File: src/sv/rtn_tbl_pkg.sv
// Shared types and constants for the ranked score table.
// No dependencies; imported by the cell and the top level.
`timescale 1ns / 1ps

package rtn_tbl_pkg;

    localparam int SCORE_W   = 16;
    localparam int RANK_W    = 4;
    localparam int TBL_SEL_W = 3;

    localparam logic OP_INSERT = 1'b0;
    localparam logic OP_READ   = 1'b1;

    typedef logic [SCORE_W-1:0] score_t;

    // Command broadcast to every cell in the chain
    typedef struct packed {
        logic                 ins;
        logic                 rot;
        logic [TBL_SEL_W-1:0] tbl;
    } cell_cmd_t;

endpackage

File: src/sv/rtn_tbl_cell.sv
// One position of the sorted chain: holds this rank's score for every table.
// Depends on rtn_tbl_pkg for the command struct and score type.
`timescale 1ns / 1ps

module rtn_tbl_cell #(
    parameter int TABLES = 3
) (
    input  logic                  clk,
    input  logic                  rst_n,
    input  rtn_tbl_pkg::cell_cmd_t cmd,
    input  rtn_tbl_pkg::score_t   new_score,
    input  logic                  prev_gt,
    input  rtn_tbl_pkg::score_t   prev_entry,
    input  rtn_tbl_pkg::score_t   next_entry,
    output rtn_tbl_pkg::score_t   entry,
    output logic                  gt
);
    import rtn_tbl_pkg::*;

    localparam int TID_W = (TABLES > 1) ? $clog2(TABLES) : 1;

    score_t            store_reg [TABLES];
    logic [TID_W-1:0]  sel;

    // Read the selected table's entry and compare against the offered score
    assign sel   = cmd.tbl[TID_W-1:0];
    assign entry = store_reg[sel];
    assign gt    = (new_score > entry);

    // Insert: take the score at the first greater position, else shift down.
    // Rotate: take the entry of the neighbor toward the tail.
    always_ff @(posedge clk or negedge rst_n)
    begin
        if (!rst_n)
        begin
            for (int t = 0; t < TABLES; t++)
            begin
                store_reg[t] <= '0;
            end
        end
        else if (cmd.ins && gt)
        begin
            store_reg[sel] <= prev_gt ? prev_entry : new_score;
        end
        else if (cmd.rot)
        begin
            store_reg[sel] <= next_entry;
        end
    end

endmodule

File: src/sv/ranked_top_n_score_table_core.sv
// Ranked score table: ENTRIES-long chain of cells, each holding one rank of
// TABLES descending-sorted score tables. Sequencer and output register here.
// Depends on rtn_tbl_pkg and rtn_tbl_cell.
`timescale 1ns / 1ps

// Usage
//   Input stream (s_*): tuser = {table_id[1:0], operation}, tdata = new_score.
//   operation 0 inserts new_score into the table; one result comes back with
//   the 1-based rank where it landed, or 0 when it beat no entry (ties lose).
//   operation 1 reads the table: ENTRIES results, highest score first,
//   m_tlast on the final one. table_id at or above TABLES means the last table.
//   Output stream (m_*): tdata = {pad, entry_score, placed_rank}.
//   Sequence: an insert compares and shifts all cells in the accept cycle;
//   its rank is held in S_PUT and then loaded into the output register.
//   A read rotates the table one cell per cycle through the chain while the
//   output register is free. One item is in flight at a time; s_tready is high
//   only while the sequencer is idle.
//   Receiver stall: the output register holds its transfer and the chain
//   stops rotating until m_tready returns; a new item can still be accepted
//   while the last result of the previous one waits.
//   Reset clears every table to zero and empties the output register.
module ranked_top_n_score_table_core #(
    parameter int ENTRIES = 8,
    parameter int TABLES  = 3
) (
    input  logic        clk,
    input  logic        rst_n,
    input  logic        s_tvalid,
    output logic        s_tready,
    input  logic [15:0] s_tdata,   // [15:0] new_score
    input  logic [2:0]  s_tuser,   // [0] operation, [2:1] table_id
    output logic        m_tvalid,
    input  logic        m_tready,
    output logic [23:0] m_tdata,   // [3:0] placed_rank, [19:4] entry_score, [23:20] zero
    output logic        m_tlast
);
    import rtn_tbl_pkg::*;

    localparam int TID_W = (TABLES > 1) ? $clog2(TABLES) : 1;
    localparam int CNT_W = (ENTRIES > 1) ? $clog2(ENTRIES) : 1;
    localparam int RKX_W = ($clog2(ENTRIES + 2) > RANK_W) ? $clog2(ENTRIES + 2) : RANK_W;

    typedef enum logic [2:0] {
        S_IDLE = 3'b001,
        S_PUT  = 3'b010,
        S_READ = 3'b100
    } state_t;

    state_t              state_reg, state_next;
    logic [TID_W-1:0]    tid_reg, tid_next;
    logic [CNT_W-1:0]    cnt_reg, cnt_next;
    logic [RANK_W-1:0]   pend_rank_reg, pend_rank_next;

    logic                out_valid_reg, out_valid_next;
    logic [RANK_W-1:0]   out_rank_reg, out_rank_next;
    score_t              out_entry_reg, out_entry_next;
    logic                out_last_reg, out_last_next;

    logic                in_xfer;
    logic                out_free;
    logic                op_in;
    logic [TID_W-1:0]    sel_in;
    logic [RKX_W-1:0]    rank_x;
    logic                last_pos;
    cell_cmd_t           cmd;

    score_t              entry [ENTRIES];
    logic [ENTRIES-1:0]  gt;

    // Decode the input transfer
    assign s_tready = (state_reg == S_IDLE);
    assign in_xfer  = s_tvalid && s_tready;
    assign out_free = !out_valid_reg || m_tready;
    assign op_in    = s_tuser[0];
    assign sel_in   = (int'(s_tuser[2:1]) >= TABLES) ? TID_W'(TABLES - 1)
                                                     : TID_W'(s_tuser[2:1]);
    assign last_pos = (cnt_reg == CNT_W'(ENTRIES - 1));

    // Drive the cell chain
    always_comb
    begin
        cmd.ins = in_xfer && (op_in == OP_INSERT);
        cmd.rot = (state_reg == S_READ) && out_free;
        cmd.tbl = in_xfer ? TBL_SEL_W'(sel_in) : TBL_SEL_W'(tid_reg);
    end

    for (genvar i = 0; i < ENTRIES; i++)
    begin : g_cell
        rtn_tbl_cell #(
            .TABLES(TABLES)
        ) u_cell (
            .clk       (clk),
            .rst_n     (rst_n),
            .cmd       (cmd),
            .new_score (s_tdata),
            .prev_gt   ((i == 0) ? 1'b0 : gt[(i == 0) ? 0 : i - 1]),
            .prev_entry(entry[(i == 0) ? 0 : i - 1]),
            .next_entry(entry[(i == ENTRIES - 1) ? 0 : i + 1]),
            .entry     (entry[i]),
            .gt        (gt[i])
        );
    end

    // Rank from the greater flags; they are monotone along a sorted table
    assign rank_x = gt[ENTRIES-1] ? (RKX_W'(ENTRIES + 1) - RKX_W'($countones(gt)))
                                  : '0;

    // Sequence one item at a time and feed the output register
    always_comb
    begin
        state_next     = state_reg;
        tid_next       = tid_reg;
        cnt_next       = cnt_reg;
        pend_rank_next = pend_rank_reg;
        out_valid_next = out_valid_reg && !m_tready;
        out_rank_next  = out_rank_reg;
        out_entry_next = out_entry_reg;
        out_last_next  = out_last_reg;

        unique case (state_reg)
            S_IDLE:
            begin
                if (in_xfer)
                begin
                    tid_next       = sel_in;
                    cnt_next       = '0;
                    pend_rank_next = rank_x[RANK_W-1:0];
                    state_next     = (op_in == OP_INSERT) ? S_PUT : S_READ;
                end
            end
            S_PUT:
            begin
                if (out_free)
                begin
                    out_valid_next = 1'b1;
                    out_rank_next  = pend_rank_reg;
                    out_entry_next = '0;
                    out_last_next  = 1'b1;
                    state_next     = S_IDLE;
                end
            end
            S_READ:
            begin
                if (out_free)
                begin
                    out_valid_next = 1'b1;
                    out_rank_next  = '0;
                    out_entry_next = entry[0];
                    out_last_next  = last_pos;
                    cnt_next       = cnt_reg + 1'b1;
                    if (last_pos)
                    begin
                        state_next = S_IDLE;
                    end
                end
            end
            default:
            begin
                state_next = S_IDLE;
            end
        endcase
    end

    // Control registers
    always_ff @(posedge clk or negedge rst_n)
    begin
        if (!rst_n)
        begin
            state_reg     <= S_IDLE;
            cnt_reg       <= '0;
            out_valid_reg <= 1'b0;
        end
        else
        begin
            state_reg     <= state_next;
            cnt_reg       <= cnt_next;
            out_valid_reg <= out_valid_next;
        end
    end

    // Payload registers
    always_ff @(posedge clk)
    begin
        tid_reg       <= tid_next;
        pend_rank_reg <= pend_rank_next;
        out_rank_reg  <= out_rank_next;
        out_entry_reg <= out_entry_next;
        out_last_reg  <= out_last_next;
    end

    assign m_tvalid = out_valid_reg;
    assign m_tdata  = {4'b0000, out_entry_reg, out_rank_reg};
    assign m_tlast  = out_last_reg;

endmodule

File: config.mk
export PLATFORM = sky130hd
export DESIGN_NAME = ranked_top_n_score_table_core
export DESIGN_NICKNAME = d
export VERILOG_FILES = /design/src/sv/rtn_tbl_pkg.sv /design/src/sv/rtn_tbl_cell.sv /design/src/sv/ranked_top_n_score_table_core.sv
export SDC_FILE = /design/constraint.sdc
export NUM_CORES = 1
export LEC_CHECK = 0
export ABC_AREA = 1
export BUFFER_PORTS_ARGS = -buffer_cell sky130_fd_sc_hd__buf_2
export CAP_MARGIN = 20
export CORE_MARGIN = 3
export CORE_UTILIZATION = 60
export CTS_CLUSTER_DIAMETER = 120
export CTS_CLUSTER_SIZE = 12
export DETAILED_ROUTE_END_ITERATION = 12
export HOLD_SLACK_MARGIN = 0.06
export PLACE_DENSITY = 0.79
export SYNTH_ARGS = -nofsm -noshare
export SYNTH_HDL_FRONTEND = slang
export SYNTH_SLANG_ARGS = --single-unit
export TNS_END_PERCENT = 100
File: constraint.sdc
create_clock -name clk -period 10.7 [get_ports clk]
set_clock_uncertainty 0.2 [all_clocks]
set_input_delay 1.07 -clock clk [delete_from_list [all_inputs] [get_ports clk]]
set_output_delay 1.07 -clock clk [all_outputs]
set_load 0.02 [all_outputs]
# After elaboration in Yosys (flattened, before gate mapping)
# Index checks and enable logic that the tools add are counted.
classes:
  n_addsub: 9
  order_cmp: 11
  eq_ne: 8
  n_mux: 87
  bitwise: 2
  reduce_logical: 31
op_table:
  columns: ["op", "count"]
  rows:
  - ["48-bit bitwise mux", 16]
  - ["48-bit two-way mux", 16]
  - ["16-bit two-way mux", 26]
  - ["16-bit binary-select mux with 2-bit select", 8]
  - ["16-bit > comparator", 8]
  - ["16-bit demux with 2-bit select", 1]
  - ["16-bit one-hot mux with 2 select lines", 1]
  - ["3-bit two-way mux", 7]
  - ["2-bit nonzero test", 10]
  - ["1-bit logical AND", 13]
  - ["3-bit one-hot mux with 3 select lines", 1]
  - ["1-bit by 1-bit adder with 2-bit output", 4]
  - ["4-bit two-way mux", 2]
  - ["4-bit one-hot mux with 2 select lines", 1]
  - ["2-bit by 2-bit adder with 3-bit output", 2]
  - ["3-bit == test (second input constant)", 2]
  - ["2-bit != test (second input constant)", 3]
  - ["3-bit one-hot mux with 2 select lines", 1]
  - ["3-bit AND reduction", 2]
  - ["3-bit by 3-bit adder with 4-bit output", 1]
  - ["1-bit two-way mux", 4]
  - ["2-bit two-way mux", 2]
  - ["4-bit AND reduction", 1]
  - ["4-bit subtractor (first input constant)", 1]
  - ["14 further kinds", 15]
word_totals:
  reg_bits: 418
  input_bits: 23
  output_inout_bits: 27

# Depth between registers and ports, before layout
logic_depth:
  word_depth: 12
  mapped_depth: 34
  ltp_nobuf: 30

# Modules after synthesis
# A second synthesis with hierarchy kept.
hier_totals:
  hier_cells: 5289
  area_unflattened_um2: 33703.6
by_module_without_submodules:
  columns: ["mod", "n_inst", "cells_per_inst", "area_per_inst_um2", "seq_area_each_um2"]
  rows:
  - ["rtn_tbl_cell (g_cell[0].u_cell ...)", 3, 641, 4013.8, 1201.2]
  - ["rtn_tbl_cell (g_cell[4].u_cell ...)", 3, 641, 4005.1, 1201.2]
  - ["rtn_tbl_cell (g_cell[3].u_cell ...)", 2, 641, 4006.3, 1201.2]
  - ["ranked_top_n_score_table_core", 1, 161, 1634.1, 987.2]

# Least setup slack after synthesis
# Ideal clock, no wire load.
synth_path:
  path_type: "input port to flip-flop"
  startpoint: "input s_tvalid"
  endpoint: "register pend_rank_reg[2], data pin"
  setup_ps: 260
  arrival_time_ps: 6410
  path_slack_ps: 3829
  stages: 26
  cell_sequence: "nand4_4 nand2_4 nand2_2 buf_4 nor2_2 buf_2 buf_1 nand2_1 nand3_1 inv_1 ha_1 a21oi_1 nor2_1 a2111oi_0 nand2_4 nand2_2 buf_4 inv_1 fa_1 fa_1 inv_1 fa_1 fa_1 ha_1 inv_1 nor2_1"
synth_via:
  elab_chain_len: 11
  elab_cells_between_ends: 43
  cone_classes: "add/sub: 8; order compare: 8; mux: 25; bitwise: 1; reduce/logical: 1"
synth_lines:
  columns: ["element", "line_no", "rtl"]
  rows:
  - ["start, declared", "ranked_top_n_score_table_core.sv:28", "input logic s_tvalid,"]
  - ["1-bit logical AND *", "ranked_top_n_score_table_core.sv:72", "assign in_xfer = s_tvalid && s_tready;"]
  - ["2-bit two-way mux *", "ranked_top_n_score_table_core.sv:84", "cmd.tbl = in_xfer ? TBL_SEL_W'(sel_in) : TBL_SEL_W'(tid_reg);"]
  - ["2-bit NOT with 3-bit output (not written as such) *", "rtn_tbl_cell.sv:27", "assign entry = store_reg[sel];"]
  - ["16-bit binary-select mux with 2-bit select", "rtn_tbl_cell.sv:27", null]
  - ["16-bit two-way mux (not written as such) (2 in a row)", "rtn_tbl_cell.sv:27", null]
  - ["16-bit > comparator", "rtn_tbl_cell.sv:28", "assign gt = (new_score > entry);"]
  - ["1-bit by 1-bit adder with 2-bit output (not written as such)", "ranked_top_n_score_table_core.sv:105", "assign rank_x = gt[ENTRIES-1] ? (RKX_W'(ENTRIES + 1) - RKX_W'($countones(gt)))"]
  - ["2-bit by 2-bit adder with 3-bit output (not written as such)", "ranked_top_n_score_table_core.sv:105", null]
  - ["3-bit by 3-bit adder with 4-bit output (not written as such)", "ranked_top_n_score_table_core.sv:105", null]
  - ["4-bit subtractor", "ranked_top_n_score_table_core.sv:105", null]
  - ["end signal, assigned", "ranked_top_n_score_table_core.sv:185", "pend_rank_reg <= pend_rank_next;"]
  - ["end, declared", "ranked_top_n_score_table_core.sv:52", "logic [RANK_W-1:0] pend_rank_reg, pend_rank_next;"]
# Mark *: on every way between the ends. The rest lies on a longest branch, timed or not. The select of a mux whose other input is x is not followed.
# A chain may end at the register's enable or synchronous reset.

# Worst setup path in the final report
# Same ends and word-level chain as after synthesis.

==> summary by stage <==
Run
The number of maximum-capacitance constraint violations is 0.

Routing
The remaining routing DRC violations is 0. The final layout contains routed wiring with a total length of 84.0 mm. In the routed layout, each cell is associated on average with a via count of 6.27.

In this run the remaining antenna-violating nets after routing total 0. The initial detailed-routing violation count is 3,112. Detailed routing inserted a total of 23,500 vias. After detailed routing, the average wire length per cell comes to 22.4 µm. The length of the first detailed-routing pass in iterations is 8.

Cells and area
At the end of the flow the core is filled with cells to 0.659. The share of cells above drive strength 1 is 0.0665. The final-layout fill cell count is 3,378.

The register with the most flip-flops in the layout has 384 of them. The growth of design area from synthesis to finish is 6.82%. Summing all flip-flop and latch instances after layout gives 0.0106 mm².

The non-filler instance count after layout is 3,753. In the final layout, the multi-input gates occupy 0.0122 mm². The repair_antennas step left the layout with diodes totalling 0. The final layout contains 3,384 nets.

Clock tree
The post-cts sizing count is 0. Buffers inserted to repair hold after CTS numbered 0. CTS placed an instance of sky130_fd_sc_hd__clkbuf_16 at the clock tree root. Buffers inserted during clock tree synthesis total 40. TritonCTS built the clock tree. The clock passes through at most 3 buffers. The number of levels the H-tree was split into is 2. The number of clock sinks is 418. After clock tree synthesis, the clock-pin slew on the worst setup and hold paths is 0.07 ns. The number of buffers inserted to repair setup after CTS is 0. The clock latency on the worst-skew pair is 0.59 ns.

Floorplan
The count of pins on the block boundary is 50. The die boundary height is 207 µm. The core region area is 0.0393 mm². The initial core utilization is 0.617. Row generation in the floorplan step produced 72 rows. The total die area is 0.0428 mm². The horizontal die dimension is 207 µm.

Worst setup path
The worst setup path is of the input port to flop kind. The worst setup path is launched from an input port. The largest driver fanout on the critical path is 50.

Data on the critical path is required at its endpoint by 10.83 ns. On the worst path, the slowest cell contributes a delay of 0.71 ns. The most frequent cell on the critical path is sky130_fd_sc_hd__inv_1. For the worst setup path, the data arrival time is 8.18 ns.

The slowest stage of the critical path is the sky130_fd_sc_hd__a2111oi_0 cell. The cell family with the largest share of critical-path delay is adder cells. The number of buffers and inverters on the critical path is 8. The worst setup path is captured at a flop.

Power and ir drop
Summed over all nets, the switching power comes to 3.73 mW. For this design the static power due to leakage is 13.3 nW. The internal portion of the total power is 4.03 mW. The relative contribution of combinational cells to total power is 0.504.

The clock network fraction of total power is 0.168. The completed layout was analyzed and its total power is 7.76 mW. For this design the ratio of total power to cell area is 300 mW/mm².

Of the total power, registers draw 0.328. The switching portion of total power is 0.481. IR analysis of the VDD net gives a maximum drop of 181 µV.

Logic synthesis
The share of synthesized area in the top cell type comes to 0.403. The count of state elements after synthesis is 418. The mean instance size in the synthesized netlist is 7.46 µm². The register area share after synthesis is 0.437. The share of the synthesized area in compound gates (AO/OA/AOI/OAI) is 0.0979. The share of synthesized cell area in and, or, nand and nor gates is 0.325. Measured against the total synthesized area, the mux share comes to 0.00930. The most used flip-flop cell after synthesis is sky130_fd_sc_hd__dfrtp_1. The dominant combinational cell family by area after synthesis is simple AND/OR/NAND/NOR gates. By area the synthesized netlist is led by sky130_fd_sc_hd__dfrtp_1 40%, sky130_fd_sc_hd__nand2_1 21%, sky130_fd_sc_hd__nand3_1 7.4%. During synthesis, Yosys emitted a total of 0 warnings.

For this run, asynchronously set or reset flops after synthesis account for 0.935. Of the total synthesized cell area, the portion taken by XOR and XNOR cells is 0. The count of distinct cell types in the synthesized netlist is 52. The post-synthesis share of cell area spent on full adders, half adders and majority gates is 0.0699. Counting flops with a built-in enable in the synthesized netlist gives 27. The most frequently used cell type in the post-synthesis netlist is sky130_fd_sc_hd__nand2_1.

The area of the mapped netlist is 0.0242 mm². The cell taking the most area after synthesis is sky130_fd_sc_hd__dfrtp_1. The commonest cells after synthesis are 1,375 x sky130_fd_sc_hd__nand2_1, 390 x sky130_fd_sc_hd__dfrtp_1, 360 x sky130_fd_sc_hd__nand3_1. Counting every instance in the synthesized netlist gives 3,247.

Timing
Final hold analysis gives a worst-case slack of 0.278 ns. The number of max-slew violations in the final report came to 0. The final count of negative-setup-slack endpoints is 0.

The number of hold violations in the final report is 0. Setup repair after global routing left no endpoint under its margin. Based on the critical path, the design can be clocked at up to 124 MHz. Dividing the final minimum period by the clock period gives 0.752. The relative slew slack is 0.240. Counting I/O delays and the setup requirement, the final critical path takes 8.05 ns. In the final timing run, aggregate negative setup slack is 0 ns. For the pin with the worst max-slew slack, the measured transition is 1.14 ns.

GRT
The number of global-route vias before repair was 22,300. The remaining global-route overflow is 0. The initial antenna violation count is 0. The first global-routing pass estimated 129 mm of wire. The maximum number of pins on one net before global-route repair is 133.

The total global-route track usage is 0.393.

Placement
The congestion estimate from routability-driven global placement came to 0.990. Including well taps, the total number of placed cells is 3,702. After legalization and detailed placement, the total HPWL measured 56.1 mm. The count of input and output buffers is 45.

Min path
The class of the tightest hold or removal check is flop to flop.

Run status
The flow ran to the end, and the final reports show no timing, DRC or antenna violations.
-- worst reg2reg max path: stages, from the launching register on --
cell	delay, ns
sky130_fd_sc_hd__dfrtp_1	0.37
sky130_fd_sc_hd__inv_1	0.11
sky130_fd_sc_hd__nand4_4	0.18
sky130_fd_sc_hd__inv_1	0.19
sky130_fd_sc_hd__nand2_1	0.12
sky130_fd_sc_hd__nand2_2	0.43
sky130_fd_sc_hd__nor2_4	0.24
sky130_fd_sc_hd__buf_4	0.50
sky130_fd_sc_hd__buf_4	0.64
sky130_fd_sc_hd__nand2_1	0.14
sky130_fd_sc_hd__nand3_1	0.16
sky130_fd_sc_hd__inv_1	0.06
sky130_fd_sc_hd__ha_1	0.29
sky130_fd_sc_hd__a21oi_1	0.17
sky130_fd_sc_hd__nor2_1	0.05
sky130_fd_sc_hd__a2111oi_0	0.71
sky130_fd_sc_hd__nand2_4	0.29
sky130_fd_sc_hd__nand2_2	0.37
sky130_fd_sc_hd__inv_1	0.13
sky130_fd_sc_hd__fa_1	0.53
sky130_fd_sc_hd__fa_1	0.42
sky130_fd_sc_hd__inv_1	0.08
sky130_fd_sc_hd__fa_1	0.44
sky130_fd_sc_hd__fa_1	0.39
sky130_fd_sc_hd__ha_1	0.31
sky130_fd_sc_hd__inv_1	0.05
sky130_fd_sc_hd__nor2_1	0.04
-- final timing paths --
| path | startpoint | depth (start not counted) | end | slack [ns] |
|---|---|---|---|---|
| setup / recovery | s_tvalid | 26 | pend_rank_reg[2] | 2.65 |
| hold / removal | g_cell[3].u_cell.store_reg[33] | 2 | g_cell[3].u_cell.store_reg[33] | 0.28 |
| setup reg to reg | state_reg[2] | 26 | pend_rank_reg[2] | 2.79 |
| hold reg to reg | g_cell[3].u_cell.store_reg[33] | 2 | g_cell[3].u_cell.store_reg[33] | 0.28 |
| max in group asynchronous | rst_n | 3 | g_cell[4].u_cell.store_reg[20] | 7.52 |
| min in group asynchronous | rst_n | 1 | g_cell[0].u_cell.store_reg[12] | 0.42 |
-- layout by cell type, fill, tap and decap left out, drive strengths merged, types with 27 or more instances in the layout --
cell type     n
o21ai       241
nor2        113
a21oi        92
dfrtp       390
clkbuf       47
inv         209
buf          84
nand3       366
nand2      1391
edfxtp       27
ha          129
-- final cells by class --
cell class                 count  area share
multi-input combinational   2473       0.471
sequential                   418       0.409
clock buffer                  47      0.0401
inverter                     211      0.0306
tap                          518      0.0250
timing repair buffer          84      0.0227
clock inverter                 2    0.000967
-- cell families (layout without fill, tap and decap cells) --
| logic type | count (synthesis) | after routing |
|---|---|---|
| AND/OR/NAND/NOR | 1906 | 1906 |
| multiplexers | 20 | 20 |
| adder cells (fa/ha/maj) | 133 | 133 |
| buffers and inverters | 359 | 344 |
| other | 1 | 4 |
| AO/OA/AOI/OAI | 410 | 410 |
| flip-flops | 418 | 418 |
-- stage by stage --
| stage | area (µm²) | setup slack [ns] |
|---|---|---|
| final | 25900 | 2.65 |
| after global routing | 25900 | 2.29 |
| after CTS | 25800 | 2.76 |
| after detailed placement | 24800 | 2.18 |
| after global placement | 24700 | 2.16 |
| after floorplan | 24200 | 3.83 |
-- routing by layer --
metal	share of wire	global-route usage	routed length, µm	vias up
li1	-	-	-	10500
met1	0.39	0.535	32400	11200
met2	0.43	0.591	36400	1548
met3	0.12	0.0972	10500	304
met4	0.056	0.196	4730	0
met5	0	0	0	-
-- power by group through the flow --
stage / clock (mW) / sequential (mW) / combinational (mW)
after floorplan: 0 / 2.49 / 2.56
after global placement: 0 / 2.53 / 3.63
after detailed placement: 0 / 2.55 / 3.74
after CTS: 1.30 / 2.53 / 3.77
after global routing: 1.36 / 2.60 / 4.29
final: 1.30 / 2.55 / 3.91
Note: power is estimated with default switching activity, not from simulation.
